===== src/rtl/core/usrb_pkg.sv =====
// ----------------------------------------------------------------------------
// usrb_pkg
// Shared sizes, codes and helper functions of the serial-over-USB ring bridge.
// ----------------------------------------------------------------------------
package usrb_pkg;

    localparam int RX_DEPTH     = 128;
    localparam int TX_DEPTH     = 256;
    localparam int PACKET_BYTES = 64;

    localparam int RX_AW  = $clog2(RX_DEPTH);
    localparam int RX_AW1 = RX_AW + 1;
    localparam int TX_AW  = $clog2(TX_DEPTH);
    localparam int CNT_W  = $clog2(PACKET_BYTES);

    localparam int MODE_W = 3;
    localparam int KIND_W = 3;
    localparam int DATA_W = 8;
    localparam int WAIT_W = 16;

    localparam logic [WAIT_W-1:0] WAIT_TICKS_RESET = WAIT_W'(20);

    typedef enum logic [MODE_W-1:0] {
        MODE_RX_BYTE  = 3'd0,
        MODE_READ     = 3'd1,
        MODE_WRITE    = 3'd2,
        MODE_FLUSH    = 3'd3,
        MODE_EP_RESET = 3'd4,
        MODE_DROP_TX  = 3'd5,
        MODE_REARM    = 3'd6,
        MODE_TICK     = 3'd7
    } t_mode;

    typedef enum logic [KIND_W-1:0] {
        KIND_NONE       = 3'd0,
        KIND_READ_BYTE  = 3'd1,
        KIND_READ_EMPTY = 3'd2,
        KIND_PKT_BYTE   = 3'd3,
        KIND_ZLP        = 3'd4,
        KIND_WR_ACCEPT  = 3'd5,
        KIND_WR_DROP    = 3'd6,
        KIND_WR_WAIT    = 3'd7
    } t_kind;

    // Commands from the controller to the datapath.
    typedef struct packed {
        logic latch;    // capture the input item
        logic exec;     // apply the item's update
        logic rx_emit;  // deliver the fetched receive byte
        logic tx_emit;  // deliver the fetched packet byte
    } t_dp_cmd;

    // Status from the datapath to the controller.
    typedef struct packed {
        t_mode mode;
        logic  rx_avail;
        logic  flush_go;
        logic  tx_avail;
        logic  tx_last;
        logic  out_free;
    } t_dp_status;

    function automatic logic [RX_AW-1:0] rx_ptr_next(input logic [RX_AW-1:0] p);
        return (p == RX_AW'(RX_DEPTH - 1)) ? '0 : p + RX_AW'(1);
    endfunction

    function automatic logic [TX_AW-1:0] tx_ptr_next(input logic [TX_AW-1:0] p);
        return (p == TX_AW'(TX_DEPTH - 1)) ? '0 : p + TX_AW'(1);
    endfunction

    // True when at least one packet of free slots remains in the receive ring.
    function automatic logic rx_room_ok(input logic [RX_AW-1:0] rd,
                                        input logic [RX_AW-1:0] wr);
        logic [RX_AW:0] space;
        if (rd > wr) begin
            space = {1'b0, rd} - {1'b0, wr} - RX_AW1'(1);
        end else begin
            space = {1'b0, rd} + RX_AW1'(RX_DEPTH) - {1'b0, wr} - RX_AW1'(1);
        end
        return (space >= RX_AW1'(PACKET_BYTES));
    endfunction

endpackage


===== src/rtl/core/usrb_ctrl.sv =====
// ----------------------------------------------------------------------------
// usrb_ctrl
// Sequencer of the ring bridge: accepts items and steps the datapath through
// execution, memory fetches and result delivery.
// ----------------------------------------------------------------------------
module usrb_ctrl import usrb_pkg::*; (
    input  logic       i_clk,
    input  logic       i_rst_n,
    input  logic       i_in_valid,
    output logic       o_in_ready,
    input  t_dp_status i_status,
    output t_dp_cmd    o_cmd
);

    typedef enum logic [2:0] {
        S_IDLE,
        S_EXEC,
        S_RX_FETCH,
        S_RX_EMIT,
        S_TX_FETCH,
        S_TX_EMIT
    } t_state;

    t_state  r_state;
    t_state  n_state;
    logic    r_in_ready;
    t_dp_cmd cmd;

    always_comb begin
        n_state = r_state;
        cmd     = '0;
        case (r_state)
            S_IDLE: begin
                if (r_in_ready && i_in_valid) begin
                    cmd.latch = 1'b1;
                    n_state   = S_EXEC;
                end
            end
            S_EXEC: begin
                if (i_status.out_free) begin
                    cmd.exec = 1'b1;
                    if (i_status.mode == MODE_READ && i_status.rx_avail) begin
                        n_state = S_RX_FETCH;
                    end else if (i_status.mode == MODE_FLUSH && i_status.flush_go &&
                                 i_status.tx_avail) begin
                        n_state = S_TX_FETCH;
                    end else begin
                        n_state = S_IDLE;
                    end
                end
            end
            S_RX_FETCH: begin
                n_state = S_RX_EMIT;
            end
            S_RX_EMIT: begin
                if (i_status.out_free) begin
                    cmd.rx_emit = 1'b1;
                    n_state     = S_IDLE;
                end
            end
            S_TX_FETCH: begin
                n_state = S_TX_EMIT;
            end
            S_TX_EMIT: begin
                if (i_status.out_free) begin
                    cmd.tx_emit = 1'b1;
                    n_state     = i_status.tx_last ? S_IDLE : S_TX_FETCH;
                end
            end
            default: begin
                n_state = S_IDLE;
            end
        endcase
    end

    always_ff @(posedge i_clk) begin
        if (!i_rst_n) begin
            r_state    <= S_IDLE;
            r_in_ready <= 1'b0;
        end else begin
            r_state    <= n_state;
            r_in_ready <= (n_state == S_IDLE);
        end
    end

    assign o_in_ready = r_in_ready;
    assign o_cmd      = cmd;

endmodule


===== config.mk =====
export PLATFORM = sky130hd
export DESIGN_NAME = usrb_ctrl
export DESIGN_NICKNAME = d
export VERILOG_FILES = /design/src/rtl/core/usrb_pkg.sv /design/src/rtl/core/usrb_ctrl.sv
export SDC_FILE = /design/constraint.sdc
export NUM_CORES = 1
export LEC_CHECK = 0
export BUFFER_PORTS_ARGS = -buffer_cell sky130_fd_sc_hd__buf_2
export CORE_AREA = 10 10 47 49
export CTS_BUF_LIST = sky130_fd_sc_hd__clkbuf_8 sky130_fd_sc_hd__clkbuf_16
export DETAILED_ROUTE_END_ITERATION = 12
export DIE_AREA = 0 0 57 59
export RECOVER_POWER = 50
export SLEW_MARGIN = 10
export SYNTH_ARGS = -nofsm -noshare
export SYNTH_HDL_FRONTEND = slang
export SYNTH_SLANG_ARGS = --single-unit

===== constraint.sdc =====
create_clock -name i_clk -period 2.05 [get_ports i_clk]
set_input_delay 0.41 -clock i_clk [delete_from_list [all_inputs] [get_ports i_clk]]
set_output_delay 0.41 -clock i_clk [all_outputs]
set_load 0.02 [all_outputs]

Word level (Yosys, flattened, before mapping)
Index checks and enable logic that the tools add are counted.

word-level totals
  register bits after elaboration = 4
  input port bits = 11
  word-level logic and storage cells = 29

operators by class
  equality and inequality tests = 7
  multiplexer cells = 14
  reductions and logical operators = 6

operators by type and width
  operator              count
  $mux W3               7
  $pmux W3 S6           1
  $eq A3 B2 Y1 const B  3
  $eq A3 B1 Y1 const B  2
  $eq A3 B3 Y1 const B  2
  $logic_not A3 Y1      2
  $mux W1               6
  $logic_and A1 B1 Y1   4

Logic depth before layout (Yosys ltp)
  depth in word-level cells = 8
  depth in mapped cells = 3

Worst setup path after synthesis
Ideal clock, no wire load.

  path kind = register to output
  start point = reg r_in_ready (netlist: o_in_ready)
  end point = out o_cmd[3] in the netlist's numbering
  arrival = 1.162 ns
  path slack = 0.478 ns
  cell stages (with the launch flop) = 3
  path buffers = 0
  cell sequence = dfxtp_1 -> nand2_1 -> nor4_1

RTL lines
  element                 line             source
  start, declared         usrb_ctrl.sv:26  logic r_in_ready;
  start signal, assigned  usrb_ctrl.sv:82  r_in_ready <= (n_state == S_IDLE);
  end, declared           usrb_ctrl.sv:12  output t_dp_cmd o_cmd

==> impl_metrics.ini <==
[run_status]
status = finished, final reports clean

[clock_tree]
htree_levels = 1
post_cts_resized = 0
cts.path.max_buffers = 2
cts_post_setup_buffers_inserted = 0
numCtsBuffers = 3
clock-sinks = 4
clock_latency_ns = 0.21
ctsHoldBuffers = 0
cts_tree = yes
clock-root-buffer = clkbuf_8
clkTransAtPathRegs_ns = 0.03

[floorplanning]
num_rows = 14
fp.dieW_um = 57
ios = 16
die_h_um = 59
core_um2 = 1401
die_area_um2 = 3363
start_util_pct = 17.32

[critical_path]
crit_path_start_kind = flop
r2r-start = r_state[1]
cp.required_ns = 1.64
arrival_ns = 1.23
critPathMaxFanout = 7
worstSetupPathType = reg2out
critPathLaunch = r_state[1]
cp-end-kind = output pin

[synthesis]
yosys-top-cells-count = 4 x dfxtp_1, 2 x and2_1, 2 x and3_1, 2 x nand2_1, 2 x nand4b_1
synth_warnings = 0
syn_area_per_cell_um2 = 9.336
ys_seq_area_share_pct = 32.99
ys_ff_latch = 4
synth.distinct_cells = 19
synth-main-ff-cell = dfxtp_1
synth_cells = 26
synthTopCellsByArea = dfxtp_1 33%, nand4b_1 7.2%, a2111oi_2 6.2%
synth.most_common_cell = dfxtp_1
syn_area_um2 = 242.7
synth_nets = 37
netlist.area_leader.share_pct = 32.99
synth_largest_area_cell = dfxtp_1
async_flop_share_pct = 0
synth-edff-count = 0

[timing]
hold_viol = 0
fin_crit_ns = 1.639
max_freq_mhz = 610.1
tns_ns = 0
min_period_over_period_pct = 79.96
tightest_slew_ns = 0.5792
setup_slack_ns = 0.4108
clock_skew_ns = 0.0005441
slew_headroom_pct = 60.39
drv_slew = 0
rsz0062_at_grt = false
setup_violations = 0

[routing]
num_vias = 276
drt_wl_total_um = 752
drt_first_iter_violations = 3
final_antenna_net_count = 0
drcViolationCount = 0
drt-pass1-iter-count = 3
wire_per_inst_um = 12.53
vias_per_cell = 4.600

[final_layout]
num-nets-final = 57
antenna_cells = 0
drive_gt1_share_pct = 47.73
area_delta_synth_final_pct = 53.09

[placed_design]
hpwl_um = 629.9
io_buffers = 15
place.gp.congestion = 0.7352
post-place-ws_ns = 0.6207

[grt]
grt_overflow = 0
grt_use_total_pct = 5.095
grt_max_degree = 10
grt_pass1_wl_um = 1248
antenna_found_initial = 0
grt_pass1_vias = 286

[min_path]
hp-class = in2reg
hp-start = i_rst_n

[pwr]
p_total_w = 0.0002902
p_leak_nw = 0.1670
vdd_ir_drop_max_mv = 0.1686
powerDensity_nw_per_um2 = 781.0

[job]
max_cap_violations = 0
-- placed cells by master, fill, tap and decap left out, drive strengths merged --
master,instances
o22ai,1
dfxtp,4
and3,2
and2,2
nor2,1
a211oi,1
nor3b,1
nand2,2
o21ai,1
a22o,1
buf,14
nor4,1
nand3,1
nor3,1
or2b,1
clkbuf,4
o2bb2ai,1
or4b,1
a2111oi,1
nand4b,2
inv,1
-- cell type report --
| cell class | count | area, µm² |
|---|---|---|
| fillers | 171 | 1030 |
| multi-input cells | 21 | 152.6 |
| flip-flops and latches | 4 | 80.08 |
| repair buffers | 15 | 73.82 |
| clock buffers | 3 | 41.29 |
| well taps | 16 | 20.02 |
| inverters | 1 | 3.754 |
-- routing by layer --
metal / vias to the layer above / track usage (%) / wire, µm
li1: 139 / - / -
met1: 117 / 4.739 / 331
met2: 15 / 6.357 / 294
met3: 5 / 3.433 / 84
met4: 0 / 7.047 / 42
met5: - / 0 / 0
-- cell families after synthesis --
logic type / after synthesis / synth area share (%)
AOI/OAI and AO/OA: 6 / 24.22
DFF: 4 / 32.99
buffers and inverters: 1 / 1.545
and+or+nand+nor: 15 / 41.23
-- critical path, stage by stage, from the launching register on --
cell and delay [ns]:
dfxtp_1 0.43, or2b_2 0.34, nor2_1 0.08, buf_2 0.16
-- power by group --
part	internal (W)	switching, W
Combinational	0.0000184	0.0000203
Sequential	0.0000831	0.00000524
Clock	0.000125	0.0000382
Total	0.000226	0.0000638
-- metrics by stage --
step	instance area (µm²)	hold WS (ns)	util, %	std cells
5_1_grt	371.6	0.4485	26.52	60
3_5_place_dp	337.8	0.5818	24.11	57
2_1_floorplan	242.7	0.5229	-	26
4_1_cts	379.1	0.4382	27.05	60
3_3_place_gp	337.8	0.5831	24.11	57
6_report	371.6	0.4396	26.52	60
-- sequential cells by signal (all words and copies together), names as in the netlist --
name / flops
r_state: 3
o_in_ready: 1
-- final timing paths --
kind	end	slack (ns)	cells after the start
worst max-delay path	o_cmd[1]	0.41	3
worst min-delay path	r_state[1]	0.44	2
worst max register to register	o_in_ready	0.76	3
worst min register to register	o_in_ready	0.58	2
Note: power is estimated with default switching activity, not from simulation.
